--- src/hdl/qmos_pkg.sv ---
// shared types and constants for the quad motor output selector
// no dependencies; imported by the control, lane and top modules

package qmos_pkg;

	localparam int MOTOR_COUNT = 4;

	localparam logic [10:0] W_MIN     = 11'd1000;
	localparam logic [10:0] W_MAX     = 11'd2000;
	localparam logic [10:0] DS_OFFSET = 11'd47;

	localparam logic [15:0] ARM_HOLD_RST    = 16'd3000;
	localparam logic [15:0] GRACE_RST       = 16'd150;
	localparam logic [9:0]  STICK_LIMIT_RST = 10'd350;

	typedef logic [1:0] cfg_idx_t;
	localparam cfg_idx_t CFG_ARM_HOLD    = 2'd0;
	localparam cfg_idx_t CFG_GRACE       = 2'd1;
	localparam cfg_idx_t CFG_STICK_LIMIT = 2'd2;

	// per motor sign pattern of the x-frame mix: {neg_pitch, neg_roll, neg_yaw}
	localparam logic [2:0] MIX_SIGNS [MOTOR_COUNT] = '{3'b001, 3'b010, 3'b111, 3'b100};

	typedef enum logic [1:0] {
		MODE_ZERO,
		MODE_IDLE,
		MODE_DIRECT,
		MODE_MIX
	} mode_t;

	typedef struct packed {
		mode_t                         mode;
		logic                          send_valid;
		logic                          report_valid;
		logic                          from_pid;
		logic                          esc_is_armed;
		logic [MOTOR_COUNT-1:0][15:0]  direct;
		logic [10:0]                   thr;
		logic signed [10:0]            roll;
		logic signed [10:0]            pitch;
		logic signed [10:0]            yaw;
	} decision_t;

endpackage

--- src/hdl/qmos_in_if.sv ---
// input channel of the motor output selector: one flight control update
// no dependencies

interface qmos_in_if;
	logic        valid;
	logic        ready;
	logic [31:0] now_ms;
	logic        rc_armed;
	logic [15:0] rc_throttle;
	logic signed [15:0] rc_roll;
	logic signed [15:0] rc_pitch;
	logic signed [15:0] rc_yaw;
	logic        pid_fresh;
	logic [15:0] pid_front_left;
	logic [15:0] pid_front_right;
	logic [15:0] pid_rear_right;
	logic [15:0] pid_rear_left;

	modport source (
		output valid, now_ms, rc_armed, rc_throttle, rc_roll, rc_pitch, rc_yaw,
		       pid_fresh, pid_front_left, pid_front_right, pid_rear_right, pid_rear_left,
		input  ready
	);
	modport sink (
		input  valid, now_ms, rc_armed, rc_throttle, rc_roll, rc_pitch, rc_yaw,
		       pid_fresh, pid_front_left, pid_front_right, pid_rear_right, pid_rear_left,
		output ready
	);
endinterface

--- src/hdl/qmos_out_if.sv ---
// output channel of the motor output selector: dshot frame and telemetry widths
// no dependencies

interface qmos_out_if;
	logic        valid;
	logic        ready;
	logic        send_valid;
	logic [10:0] dshot_one;
	logic [10:0] dshot_two;
	logic [10:0] dshot_three;
	logic [10:0] dshot_four;
	logic        report_valid;
	logic [15:0] width_one;
	logic [15:0] width_two;
	logic [15:0] width_three;
	logic [15:0] width_four;
	logic        from_pid;
	logic        esc_is_armed;

	modport source (
		output valid, send_valid, dshot_one, dshot_two, dshot_three, dshot_four,
		       report_valid, width_one, width_two, width_three, width_four,
		       from_pid, esc_is_armed,
		input  ready
	);
	modport sink (
		input  valid, send_valid, dshot_one, dshot_two, dshot_three, dshot_four,
		       report_valid, width_one, width_two, width_three, width_four,
		       from_pid, esc_is_armed,
		output ready
	);
endinterface

--- src/hdl/qmos_ctrl.sv ---
// arming, source selection and pid cache; registers the per-update decision
// depends on qmos_pkg

module qmos_ctrl
	import qmos_pkg::*;
(
	input  logic               clk,
	input  logic               arst_n,
	input  logic               cfg_we,
	input  cfg_idx_t           cfg_index,
	input  logic [15:0]        cfg_data,
	input  logic               accept,
	input  logic [31:0]        now_ms,
	input  logic               rc_armed,
	input  logic [15:0]        rc_throttle,
	input  logic signed [15:0] rc_roll,
	input  logic signed [15:0] rc_pitch,
	input  logic signed [15:0] rc_yaw,
	input  logic               pid_fresh,
	input  logic [MOTOR_COUNT-1:0][15:0] pid_widths,
	output decision_t          dec_s1
);

	logic [15:0] arm_hold_q;
	logic [15:0] grace_q;
	logic [9:0]  stick_limit_q;

	logic        esc_armed_q;
	logic        arming_active_q;
	logic [31:0] arm_start_q;
	logic        source_pid_q;
	logic [31:0] lost_time_q;
	logic [MOTOR_COUNT-1:0][15:0] cache_q;

	logic        esc_armed_d;
	logic        arming_active_d;
	logic [31:0] arm_start_d;
	logic        source_pid_d;
	logic [31:0] lost_time_d;
	logic        cache_we;
	logic [31:0] arm_elapsed;
	logic [31:0] lost_elapsed;
	decision_t   dec;

	function automatic logic signed [10:0] clamp_stick(logic signed [15:0] v,
		logic [9:0] lim);
		logic signed [16:0] vx;
		logic signed [16:0] lx;
		begin
			vx = 17'(v);
			lx = signed'({7'b0, lim});
			if (vx > lx) begin
				clamp_stick = 11'(lx);
			end else if (vx < -lx) begin
				clamp_stick = 11'(-lx);
			end else begin
				clamp_stick = 11'(vx);
			end
		end
	endfunction

	always_comb begin
		esc_armed_d     = esc_armed_q;
		arming_active_d = arming_active_q;
		arm_start_d     = arm_start_q;
		source_pid_d    = source_pid_q;
		lost_time_d     = lost_time_q;
		cache_we        = 1'b0;
		arm_elapsed     = '0;
		lost_elapsed    = '0;

		dec.mode         = MODE_IDLE;
		dec.send_valid   = 1'b0;
		dec.report_valid = 1'b1;
		dec.direct       = pid_widths;
		dec.thr          = (rc_throttle < 16'(W_MIN)) ? W_MIN :
		                   (rc_throttle > 16'(W_MAX)) ? W_MAX : rc_throttle[10:0];
		dec.roll         = clamp_stick(rc_roll, stick_limit_q);
		dec.pitch        = clamp_stick(rc_pitch, stick_limit_q);
		dec.yaw          = clamp_stick(rc_yaw, stick_limit_q);

		if (!rc_armed) begin
			arming_active_d = 1'b0;
			dec.send_valid  = esc_armed_q;   // one zero frame to an armed esc
			esc_armed_d     = 1'b0;
		end else begin
			if (!esc_armed_q) begin
				if (!arming_active_q) begin
					arm_start_d = now_ms;
				end
				arm_elapsed = now_ms - arm_start_d;
				if (arm_elapsed < {16'b0, arm_hold_q}) begin
					arming_active_d = 1'b1;
					dec.mode        = MODE_ZERO;
					dec.report_valid = 1'b0;
				end else begin
					arming_active_d = 1'b0;
					esc_armed_d     = 1'b1;
				end
			end
			if (esc_armed_d) begin
				dec.send_valid = 1'b1;
				if (pid_fresh) begin
					cache_we     = 1'b1;
					source_pid_d = 1'b1;
					dec.mode     = MODE_DIRECT;
				end else begin
					if (source_pid_q) begin
						lost_time_d = now_ms;
					end
					source_pid_d = 1'b0;
					lost_elapsed = now_ms - lost_time_d;
					dec.direct   = cache_q;
					dec.mode     = (lost_elapsed < {16'b0, grace_q}) ? MODE_DIRECT : MODE_MIX;
				end
			end else begin
				dec.send_valid = 1'b1;
			end
		end
		dec.from_pid     = source_pid_d;
		dec.esc_is_armed = esc_armed_d;
	end

	always_ff @(posedge clk or negedge arst_n) begin
		if (!arst_n) begin
			arm_hold_q      <= ARM_HOLD_RST;
			grace_q         <= GRACE_RST;
			stick_limit_q   <= STICK_LIMIT_RST;
			esc_armed_q     <= 1'b0;
			arming_active_q <= 1'b0;
			arm_start_q     <= '0;
			source_pid_q    <= 1'b1;
			lost_time_q     <= '0;
			cache_q         <= '0;
		end else begin
			if (cfg_we) begin
				unique case (cfg_index)
					CFG_ARM_HOLD:    arm_hold_q    <= cfg_data;
					CFG_GRACE:       grace_q       <= cfg_data;
					CFG_STICK_LIMIT: stick_limit_q <= cfg_data[9:0];
					default: ;
				endcase
			end
			if (accept) begin
				esc_armed_q     <= esc_armed_d;
				arming_active_q <= arming_active_d;
				arm_start_q     <= arm_start_d;
				source_pid_q    <= source_pid_d;
				lost_time_q     <= lost_time_d;
				if (cache_we) begin
					cache_q <= pid_widths;
				end
			end
		end
	end

	// decision payload, qualified by the valid bit in the top level
	always_ff @(posedge clk) begin
		if (accept) begin
			dec_s1 <= dec;
		end
	end

endmodule

--- src/hdl/qmos_lane.sv ---
// one motor lane: x-frame stick mix, width selection and dshot mapping
// depends on qmos_pkg

module qmos_lane
	import qmos_pkg::*;
#(
	parameter logic [2:0] SIGNS = MIX_SIGNS[0]
)(
	input  decision_t   dec,
	input  logic [15:0] direct,
	output logic [15:0] width,
	output logic [10:0] dshot
);

	logic signed [13:0] t_x;
	logic signed [13:0] p_x;
	logic signed [13:0] r_x;
	logic signed [13:0] y_x;
	logic signed [13:0] mix_sum;
	logic [10:0]        mix_w;
	logic [10:0]        w_clamped;
	logic [9:0]         above_min;

	always_comb begin
		t_x = signed'({3'b0, dec.thr});
		p_x = SIGNS[2] ? -14'(dec.pitch) : 14'(dec.pitch);
		r_x = SIGNS[1] ? -14'(dec.roll)  : 14'(dec.roll);
		y_x = SIGNS[0] ? -14'(dec.yaw)   : 14'(dec.yaw);
		mix_sum = t_x + p_x + r_x + y_x;

		if (dec.thr == W_MIN) begin
			mix_w = W_MIN;   // throttle at idle cuts the mix
		end else if (mix_sum < signed'({3'b0, W_MIN})) begin
			mix_w = W_MIN;
		end else if (mix_sum > signed'({3'b0, W_MAX})) begin
			mix_w = W_MAX;
		end else begin
			mix_w = mix_sum[10:0];
		end

		unique case (dec.mode)
			MODE_ZERO:   width = '0;
			MODE_IDLE:   width = 16'(W_MIN);
			MODE_DIRECT: width = direct;
			MODE_MIX:    width = 16'(mix_w);
			default:     width = '0;
		endcase

		// 48 + d*1999/1000 truncated equals 2d + 47 for d in 1..1000
		w_clamped = (width > 16'(W_MAX)) ? W_MAX : width[10:0];
		above_min = 10'(w_clamped - W_MIN);
		if (width <= 16'(W_MIN)) begin
			dshot = '0;
		end else begin
			dshot = {above_min, 1'b0} + DS_OFFSET;
		end
	end

endmodule

--- src/hdl/quad_motor_output_selector_top.sv ---
// quad motor output selector: arming and source control, four motor lanes,
// merged result register. updates pass the decision and result registers,
// one per cycle unless output stalls; control state moves at the input transfer.
// arst_n clears arming state, pid cache, valids; config takes its reset values.
// depends on qmos_pkg, qmos_in_if, qmos_out_if, qmos_ctrl, qmos_lane

module quad_motor_output_selector_top
	import qmos_pkg::*;
(
	input  logic        clk,
	input  logic        arst_n,
	qmos_in_if.sink     in_ch,
	qmos_out_if.source  out_ch,
	input  logic        cfg_we,
	input  cfg_idx_t    cfg_index,
	input  logic [15:0] cfg_data
);

	logic      valid_s1;
	logic      valid_s2;
	logic      adv_s1;
	logic      adv_s2;
	logic      accept;
	decision_t dec_s1;

	logic [MOTOR_COUNT-1:0][15:0] pid_widths;
	logic [MOTOR_COUNT-1:0][15:0] lane_width;
	logic [MOTOR_COUNT-1:0][10:0] lane_dshot;
	logic [MOTOR_COUNT-1:0][15:0] width_s2;
	logic [MOTOR_COUNT-1:0][10:0] dshot_s2;
	logic send_s2;
	logic report_s2;
	logic from_pid_s2;
	logic esc_s2;

	assign adv_s2      = !valid_s2 || out_ch.ready;
	assign adv_s1      = !valid_s1 || adv_s2;
	assign in_ch.ready = adv_s1;
	assign accept      = in_ch.valid && adv_s1;

	assign pid_widths = {in_ch.pid_rear_left, in_ch.pid_rear_right,
	                     in_ch.pid_front_right, in_ch.pid_front_left};

	qmos_ctrl u_ctrl (
		.clk         (clk),
		.arst_n      (arst_n),
		.cfg_we      (cfg_we),
		.cfg_index   (cfg_index),
		.cfg_data    (cfg_data),
		.accept      (accept),
		.now_ms      (in_ch.now_ms),
		.rc_armed    (in_ch.rc_armed),
		.rc_throttle (in_ch.rc_throttle),
		.rc_roll     (in_ch.rc_roll),
		.rc_pitch    (in_ch.rc_pitch),
		.rc_yaw      (in_ch.rc_yaw),
		.pid_fresh   (in_ch.pid_fresh),
		.pid_widths  (pid_widths),
		.dec_s1      (dec_s1)
	);

	for (genvar i = 0; i < MOTOR_COUNT; i++) begin : g_lane
		qmos_lane #(.SIGNS(MIX_SIGNS[i])) u_lane (
			.dec    (dec_s1),
			.direct (dec_s1.direct[i]),
			.width  (lane_width[i]),
			.dshot  (lane_dshot[i])
		);
	end

	always_ff @(posedge clk or negedge arst_n) begin
		if (!arst_n) begin
			valid_s1 <= 1'b0;
			valid_s2 <= 1'b0;
		end else begin
			if (adv_s1) begin
				valid_s1 <= in_ch.valid;
			end
			if (adv_s2) begin
				valid_s2 <= valid_s1;
			end
		end
	end

	// merge lane results with the frame flags
	always_ff @(posedge clk) begin
		if (adv_s2 && valid_s1) begin
			width_s2    <= lane_width;
			dshot_s2    <= lane_dshot;
			send_s2     <= dec_s1.send_valid;
			report_s2   <= dec_s1.report_valid;
			from_pid_s2 <= dec_s1.from_pid;
			esc_s2      <= dec_s1.esc_is_armed;
		end
	end

	assign out_ch.valid        = valid_s2;
	assign out_ch.send_valid   = send_s2;
	assign out_ch.report_valid = report_s2;
	assign out_ch.from_pid     = from_pid_s2;
	assign out_ch.esc_is_armed = esc_s2;
	assign out_ch.dshot_one    = dshot_s2[0];
	assign out_ch.dshot_two    = dshot_s2[1];
	assign out_ch.dshot_three  = dshot_s2[2];
	assign out_ch.dshot_four   = dshot_s2[3];
	assign out_ch.width_one    = width_s2[0];
	assign out_ch.width_two    = width_s2[1];
	assign out_ch.width_three  = width_s2[2];
	assign out_ch.width_four   = width_s2[3];

	// no telemetry report means the arming zero frame
	a_arming_frame_zero: assert property (@(posedge clk) disable iff (!arst_n)
		out_ch.valid && !out_ch.report_valid |->
			out_ch.send_valid && out_ch.dshot_one == 11'd0 && out_ch.dshot_four == 11'd0 &&
			out_ch.width_one == 16'd0 && !out_ch.esc_is_armed)
		else $error("arming frame carries nonzero throttle");

	// an unarmed esc never gets a nonzero throttle
	a_unarmed_no_throttle: assert property (@(posedge clk) disable iff (!arst_n)
		out_ch.valid && !out_ch.esc_is_armed |->
			out_ch.dshot_one == 11'd0 && out_ch.dshot_two == 11'd0 &&
			out_ch.dshot_three == 11'd0 && out_ch.dshot_four == 11'd0)
		else $error("throttle sent to unarmed esc");

	// dshot values below 48 are commands, never throttle
	a_dshot_range: assert property (@(posedge clk) disable iff (!arst_n)
		out_ch.valid |->
			(out_ch.dshot_one == 11'd0 || out_ch.dshot_one >= 11'd48) &&
			(out_ch.dshot_three == 11'd0 || out_ch.dshot_three >= 11'd48))
		else $error("dshot value in command range");

endmodule
--- src/flat_wrapper.sv ---
// flat-port wrapper written by rule: the top's interface ports become plain ports
module quad_motor_output_selector_top_flat import qmos_pkg::*;
  (clk, arst_n, cfg_we, cfg_index, cfg_data, in_ch_valid, in_ch_now_ms, in_ch_rc_armed, in_ch_rc_throttle, in_ch_rc_roll, in_ch_rc_pitch, in_ch_rc_yaw, in_ch_pid_fresh, in_ch_pid_front_left, in_ch_pid_front_right, in_ch_pid_rear_right, in_ch_pid_rear_left, in_ch_ready, out_ch_valid, out_ch_send_valid, out_ch_dshot_one, out_ch_dshot_two, out_ch_dshot_three, out_ch_dshot_four, out_ch_report_valid, out_ch_width_one, out_ch_width_two, out_ch_width_three, out_ch_width_four, out_ch_from_pid, out_ch_esc_is_armed, out_ch_ready);
  qmos_in_if in_ch_i ();
  qmos_out_if out_ch_i ();
  input  logic clk;
  input  logic arst_n;
  input  logic cfg_we;
  input  cfg_idx_t cfg_index;
  input  logic [15:0] cfg_data;
  input wire logic [$bits(in_ch_i.valid)-1:0] in_ch_valid;
  input wire logic [$bits(in_ch_i.now_ms)-1:0] in_ch_now_ms;
  input wire logic [$bits(in_ch_i.rc_armed)-1:0] in_ch_rc_armed;
  input wire logic [$bits(in_ch_i.rc_throttle)-1:0] in_ch_rc_throttle;
  input wire logic [$bits(in_ch_i.rc_roll)-1:0] in_ch_rc_roll;
  input wire logic [$bits(in_ch_i.rc_pitch)-1:0] in_ch_rc_pitch;
  input wire logic [$bits(in_ch_i.rc_yaw)-1:0] in_ch_rc_yaw;
  input wire logic [$bits(in_ch_i.pid_fresh)-1:0] in_ch_pid_fresh;
  input wire logic [$bits(in_ch_i.pid_front_left)-1:0] in_ch_pid_front_left;
  input wire logic [$bits(in_ch_i.pid_front_right)-1:0] in_ch_pid_front_right;
  input wire logic [$bits(in_ch_i.pid_rear_right)-1:0] in_ch_pid_rear_right;
  input wire logic [$bits(in_ch_i.pid_rear_left)-1:0] in_ch_pid_rear_left;
  output wire logic [$bits(in_ch_i.ready)-1:0] in_ch_ready;
  output wire logic [$bits(out_ch_i.valid)-1:0] out_ch_valid;
  output wire logic [$bits(out_ch_i.send_valid)-1:0] out_ch_send_valid;
  output wire logic [$bits(out_ch_i.dshot_one)-1:0] out_ch_dshot_one;
  output wire logic [$bits(out_ch_i.dshot_two)-1:0] out_ch_dshot_two;
  output wire logic [$bits(out_ch_i.dshot_three)-1:0] out_ch_dshot_three;
  output wire logic [$bits(out_ch_i.dshot_four)-1:0] out_ch_dshot_four;
  output wire logic [$bits(out_ch_i.report_valid)-1:0] out_ch_report_valid;
  output wire logic [$bits(out_ch_i.width_one)-1:0] out_ch_width_one;
  output wire logic [$bits(out_ch_i.width_two)-1:0] out_ch_width_two;
  output wire logic [$bits(out_ch_i.width_three)-1:0] out_ch_width_three;
  output wire logic [$bits(out_ch_i.width_four)-1:0] out_ch_width_four;
  output wire logic [$bits(out_ch_i.from_pid)-1:0] out_ch_from_pid;
  output wire logic [$bits(out_ch_i.esc_is_armed)-1:0] out_ch_esc_is_armed;
  input wire logic [$bits(out_ch_i.ready)-1:0] out_ch_ready;
  assign in_ch_i.valid = in_ch_valid;
  assign in_ch_i.now_ms = in_ch_now_ms;
  assign in_ch_i.rc_armed = in_ch_rc_armed;
  assign in_ch_i.rc_throttle = in_ch_rc_throttle;
  assign in_ch_i.rc_roll = in_ch_rc_roll;
  assign in_ch_i.rc_pitch = in_ch_rc_pitch;
  assign in_ch_i.rc_yaw = in_ch_rc_yaw;
  assign in_ch_i.pid_fresh = in_ch_pid_fresh;
  assign in_ch_i.pid_front_left = in_ch_pid_front_left;
  assign in_ch_i.pid_front_right = in_ch_pid_front_right;
  assign in_ch_i.pid_rear_right = in_ch_pid_rear_right;
  assign in_ch_i.pid_rear_left = in_ch_pid_rear_left;
  assign in_ch_ready = in_ch_i.ready;
  assign out_ch_valid = out_ch_i.valid;
  assign out_ch_send_valid = out_ch_i.send_valid;
  assign out_ch_dshot_one = out_ch_i.dshot_one;
  assign out_ch_dshot_two = out_ch_i.dshot_two;
  assign out_ch_dshot_three = out_ch_i.dshot_three;
  assign out_ch_dshot_four = out_ch_i.dshot_four;
  assign out_ch_report_valid = out_ch_i.report_valid;
  assign out_ch_width_one = out_ch_i.width_one;
  assign out_ch_width_two = out_ch_i.width_two;
  assign out_ch_width_three = out_ch_i.width_three;
  assign out_ch_width_four = out_ch_i.width_four;
  assign out_ch_from_pid = out_ch_i.from_pid;
  assign out_ch_esc_is_armed = out_ch_i.esc_is_armed;
  assign out_ch_i.ready = out_ch_ready;
  quad_motor_output_selector_top u_core (.clk(clk), .arst_n(arst_n), .in_ch(in_ch_i), .out_ch(out_ch_i), .cfg_we(cfg_we), .cfg_index(cfg_index), .cfg_data(cfg_data));
endmodule
--- config.mk ---
export PLATFORM = sky130hd
export DESIGN_NAME = quad_motor_output_selector_top_flat
export DESIGN_NICKNAME = d
export VERILOG_FILES = /design/src/hdl/qmos_pkg.sv /design/src/hdl/qmos_in_if.sv /design/src/hdl/qmos_out_if.sv /design/src/hdl/qmos_ctrl.sv /design/src/hdl/qmos_lane.sv /design/src/hdl/quad_motor_output_selector_top.sv /design/src/flat_wrapper.sv
export SDC_FILE = /design/constraint.sdc
export NUM_CORES = 1
export LEC_CHECK = 0
export ABC_AREA = 1
export BUFFER_PORTS_ARGS = -buffer_cell sky130_fd_sc_hd__buf_2
export CORE_MARGIN = 5
export CORE_UTILIZATION = 45
export CTS_CLUSTER_SIZE = 8
export DETAILED_ROUTE_END_ITERATION = 8
export SLEW_MARGIN = 30
export SYNTH_ARGS = -nofsm -noshare
export SYNTH_HDL_FRONTEND = slang
export SYNTH_SLANG_ARGS = --single-unit
export TNS_END_PERCENT = 1
--- constraint.sdc ---
create_clock -name clk -period 20.2 [get_ports clk]
set_clock_uncertainty 0.2 [all_clocks]
set_input_delay 4.04 -clock clk [delete_from_list [all_inputs] [get_ports clk]]
set_output_delay 4.04 -clock clk [all_outputs]
set_load 0.05 [all_outputs]
# Word-level counts from Yosys, hierarchy flattened
# Index checks and enable logic that the tools add are counted.
dict set report word_totals {
  reg_bits 401
  latchBits 0
  ramBits 0
  mem_bits_ro 0
  in_bits 185
  out_inout_bits 114
  memories 0
}
dict set report op_classes {
  addsub 24
  n_mul 0
  n_div 0
  n_lt_le_gt_ge 26
  eq_ne 7
  shifts 0
  n_mux 54
  n_bitwise 2
  reduce_logical 16
}
# operator count
set ops {}
lappend ops {{$pmux 16 s4} 4}
lappend ops {{$mux 32} 7}
lappend ops {{$mux 64} 3}
lappend ops {{$mux 11} 16}
lappend ops {{$gt 16x11->1 const B} 5}
lappend ops {{$mux 10} 7}
lappend ops {{$le 16x10->1 const B} 4}
lappend ops {{$lt 32x16->1} 2}
lappend ops {{$sub 32x32->32} 2}
lappend ops {{$gt 14x12->1 const B} 4}
lappend ops {{$lt 14x11->1 const B} 4}
lappend ops {{$lt 16x17->1} 3}
lappend ops {{$gt 16x11->1} 3}
lappend ops {{$add 11x6->11 const B} 4}
lappend ops {{$add 14x11->14} 3}
lappend ops {{$add 14x14->14} 3}
lappend ops {{$neg 11->14} 3}
lappend ops {{$sub 10x10->10 const B} 4}
lappend ops {{$neg 10->17} 1}
lappend ops {{$lt 16x10->1 const B} 1}
lappend ops {{$mux 1} 16}
lappend ops {{$add 12x14->14} 1}
lappend ops {{$add 13x11->14} 1}
lappend ops {{$add 13x14->14} 1}
lappend ops {{other kinds (15)} 27}

# Depth between registers and ports, before layout
dict set report depth {
  ltp_word 15
  depth_mapped 50
}

# Cells and area by module
# Synthesis repeated with hierarchy kept, for this count alone.
dict set report hier_totals {
  cells_unflattened 4748
  area_unflattened_um2 34008.9
}
# mod n_inst cells_each area_per_inst_um2
set by_module_without_submodules {}
lappend by_module_without_submodules {qmos_ctrl 1 2765 20234.4}
lappend by_module_without_submodules {{qmos_lane (u_core.g_lane[0].u_lane ...)} 2 450 2522.4}
lappend by_module_without_submodules {quad_motor_output_selector_top 1 124 3458.3}
lappend by_module_without_submodules {{qmos_lane (u_core.g_lane[2].u_lane)} 1 499 2791.4}
lappend by_module_without_submodules {{qmos_lane (u_core.g_lane[3].u_lane)} 1 460 2479.9}

# Worst setup path before layout
# Ideal clock, no wire load.
dict set report synth_timing {
  path_type {input-to-reg}
  startpoint {in out_ch_ready}
  endpoint {reg u_core.dshot_s2 (netlist bit u_core.out_ch.dshot_four[0]) (enable)}
  setup_time_ps 619
  arrival_ps 9478
  required_ps 19381
  path_slack_ps 9903
  cell_stages 2
  n_path_buf 0
  path_cell_list {inv_1 -> a21oi_1}
}
dict set report synth_via {
  elab_chain_cells 2
}
# item line_no
set synth_rtl {}
lappend synth_rtl {{start, declared} flat_wrapper.sv:37} ;# input wire logic [$bits(out_ch_i.ready)-1:0] out_ch_ready;
lappend synth_rtl {{$logic_or 1x1->1} quad_motor_output_selector_top.sv:36} ;# assign adv_s2 = !valid_s2 || out_ch.ready;
lappend synth_rtl {{$logic_and 1x1->1} quad_motor_output_selector_top.sv:87} ;# if (adv_s2 && valid_s1) begin
lappend synth_rtl {{end signal, assigned} quad_motor_output_selector_top.sv:89} ;# dshot_s2 <= lane_dshot;
lappend synth_rtl {{end, declared} quad_motor_output_selector_top.sv:30} ;# logic [MOTOR_COUNT-1:0][10:0] dshot_s2;
# Every way passes these cells.
# A chain may end at the register's enable or synchronous reset.

# Final worst setup path
dict set report layout_timing {
  startpoint {in out_ch_ready}
  endpoint {out in_ch_ready}
}
dict set report layout_via {
  elab_chain_cells 2
}
# item line_no
set layout_rtl {}
lappend layout_rtl {{$logic_or 1x1->1} quad_motor_output_selector_top.sv:36}
lappend layout_rtl {{$logic_or 1x1->1} quad_motor_output_selector_top.sv:37} ;# assign adv_s1 = !valid_s1 || adv_s2;
lappend layout_rtl {{end, declared} flat_wrapper.sv:23} ;# output wire logic [$bits(in_ch_i.ready)-1:0] in_ch_ready;
# Every way passes these cells.

==> results.md <==
* Status: completed
* Slew margin rel. at 39.3%
* TritonCTS clock tree: done
* Largest cells by area after synthesis: edfxtp_1 22%, dfrtp_1 13%, nand2_1 12%
* Seq/Total Area, Yosys at 36.4%
* Area delta synth->final at 13.1%
* Slowest cell delay on critical path at 240 ps
* Mapped Avg Cell Area at roughly 7.6 um2
* Worst reg2reg endpoint: u_core.out_ch.dshot_two[10]
* Share of cells above drive strength 1 at 11.6%
* Int Power at 2.43 mW
* DRC viols at 0
* Hold Crit Class: flip-flop to flip-flop
* DR pass1 iterations at 6
* Die height at 271 um
* CTS clk-pin slew, worst paths at ~50 ps
* Post-synth top area cell: edfxtp_1
* Psw at roughly 2.2 mW
* Slew @ Worst Pin at 910 ps
* Post-cts sizing count at 0
* Dpl hpwl at around 70,000 um
* Crit-path max FO at 3
* Netlist cell types at 64
* Placer Congestion at 0.934
* I/O pins at approximately 300
* Reg2reg path depth at 38
* Starting Density at 45.6%
* CP cell instances: buf_2 > inv_1 > nand3_1 > buf_2
* PwrDens at 133 nW/um2
* CP Launch Type: input port
* Reg power frac at about a quarter
* Syn Nets at roughly 4,500
* Crit end category: output port
* # Post-CTS Setup Buffers at 0
* CP max stage cell: buf_2
* Max-Cap Viols at 0
* Cell count after synthesis at 4,018
* GRT overflow at 0
* Die X at between 200 and 300 um
* Switching portion of total power at 47.7%
* H-tree levels at 2
* Largest net degree at the start of global routing at 129
* Worst IR Drop VDD at around 0.00008 V
* Vias at 26,965
* CP dominant cell by count: buf_2
* R2R setup slack at 12,540 ps
* Std cell rows at 95
* First-pass GRT wire length at 140,000 um
* Longest Clk Path Bufs at 3
* Core area at 67,400 um2
* Die Footprint at approximately 74,000 um2
* Crit path kind: input port to output port
* Share of async-settable or async-resettable flops after synthesis at 43.6%
* Maximum clock frequency at 0.113 GHz
* Num CTS Buffers at 56
* Required @ worst endpoint at 15,960 ps
* Slew Limit Fails at 0
* Vias per cell at 5.17
* Commonest cells after routing, fill and taps aside: 968 x nand2_1, 636 x inv_1, 370 x o21ai_0, 304 x nor2_1, 297 x buf_2
* Initial antenna violation count at 7
* Final setup viols at 0
* Avg WL per Cell at 16.8 um
* Yosys reg bits at 401
* Fin. Hold Viols at 0
* Fin crit share at 43.8%
* Synth warn at 0
* Part of the power in the clock network at 19.1%
* Post-synth EDFFs at 226
* Cts-stage hold buffer count at 0
* PortBufs at slightly below 300
* Commonest non-fill, non-tap cell in the layout: nand2_1
* CTS Sinks at 401
* Comb pwr share at around 56%
* Routed Antenna Nets at 0
* Worst r2r src: u_core.u_ctrl.dec_s1[35]
* Crit path launch: out_ch_ready
* CP Capture Point: in_ch_ready
* Cell area after synthesis at around 31,000 um2
* Ys flop type: edfxtp_1
* Clk_lat worst skew at 620 ps
* RSZ-0062 raised after global routing: false
* Overall fraction of global-route tracks in use at 23.4%
* CP arrival at about 4600 ps
* Clock root buffer: clkbuf_16
* Final WL at 87,900 um
* Vias in the first global route at 26,131
* P_leak at around 18 nW
* Design area at 34,800 um2
* Area share of the leading cell type in the synthesized netlist at 22.1%
* Nets at 4,802
* Initial DRC count at 1,713
* Setup TNS at 0 ps
* Minimum clock period after layout at 8850 ps
* Placed Area at between 30,000 and 40,000 um2
per-stage QoR:
step,utilization (%),power (mW),hold WS [ps],instances,setup WS (ps)
final,51.6,4.64,209,5219,11350
after global placement,49.1,3.73,211,5117,11260
after floorplan,-,3.10,200,4018,9900
after global routing,51.6,5.06,234,5218,11290
after detailed placement,49.1,3.75,212,5117,11050
after CTS,51.6,4.66,220,5216,11340
kinds of logic after synthesis:
logic type,share of synthesized area (%)
AO/OA/AOI/OAI,13.6
AND/OR/NAND/NOR,23.1
multiplexers,0.0652
XOR/XNOR,3.25
adder cells (fa/ha/maj),14.2
buffers and inverters,9.32
flip-flops,36.4
sequential cells by signal, indices dropped and copies added (netlist names), 16 cells and up:
name                       flops
u_core.out_ch.width_two       16
u_core.u_ctrl.grace_q         16
u_core.u_ctrl.arm_start_q     32
u_core.u_ctrl.lost_time_q     32
u_core.out_ch.width_three     16
u_core.out_ch.width_one       16
u_core.u_ctrl.dec_s1         114
u_core.out_ch.width_four      16
u_core.u_ctrl.cache_q         64
u_core.u_ctrl.arm_hold_q      16
power groups by stage:
stage	logic (mW)	registers [mW]	clock network, mW
finish	2.60	1.15	0.884
global route	2.95	1.17	0.945
CTS	2.60	1.15	0.908
detailed placement	2.59	1.17	0
global placement	2.57	1.16	0
floorplan	1.74	1.36	0
critical path: cells and delay by family:
| kind | cells | cell delay, ps |
|---|---|---|
| buf+inv | 3 | 440 |
| simple gates | 1 | 130 |
per-layer routing:
layer / global-route usage (%) / wire (um) / vias to the layer above
li1: - / - / 13769
met1: 31.4 / 39600 / 12428
met2: 40.2 / 41800 / 635
met3: 3.18 / 4340 / 125
met4: 5.70 / 2100 / 8
met5: 0 / 60 / -
worst min-delay path by stage:
stage                                    from                    endpoint  slack, ps  depth (start not counted)
finish              u_core.u_ctrl.dec_s1[110]  u_core.out_ch.report_valid        210                          0
global route        u_core.u_ctrl.dec_s1[108]  u_core.out_ch.esc_is_armed        230                          0
CTS                 u_core.u_ctrl.dec_s1[108]  u_core.out_ch.esc_is_armed        220                          0
detailed placement  u_core.u_ctrl.dec_s1[110]  u_core.out_ch.report_valid        210                          0
global placement    u_core.u_ctrl.dec_s1[110]  u_core.out_ch.report_valid        210                          0
floorplan           u_core.u_ctrl.dec_s1[108]  u_core.out_ch.esc_is_armed        200                          0
cell usage after synthesis (4+ instances only):
cell type and instances:
a21boi_0 5, a21o_1 11, a21oi_1 247, a21oi_2 6
a31oi_1 11, buf_2 27, clkbuf_1 55, dfrtp_1 157
dfstp_2 18, edfxtp_1 226, fa_1 58, ha_1 257
inv_1 638, inv_2 18, nand2_1 968, nand2_2 28
nand3_1 196, nand3_2 4, nand3b_1 16, nand4_1 54
nor2_1 306, nor2_2 15, nor3_1 37, nor4_1 16
o211ai_1 37, o21a_1 5, o21ai_0 370, o21ai_1 25
o21bai_1 20, o31ai_1 8, or2_2 12, xnor2_1 29
xor2_1 83
layout make-up:
class / count / area, um2
fillers: 6662 / 32600
multi-input cells: 2871 / 16700
flip-flops and latches: 401 / 11200
inverters: 657 / 2470
repair buffers: 315 / 1640
clock buffers: 96 / 1560
well taps: 873 / 1090
clock inverters: 3 / 80.1
diodes: 3 / 7.51
Power figures use the tool's default switching activity.
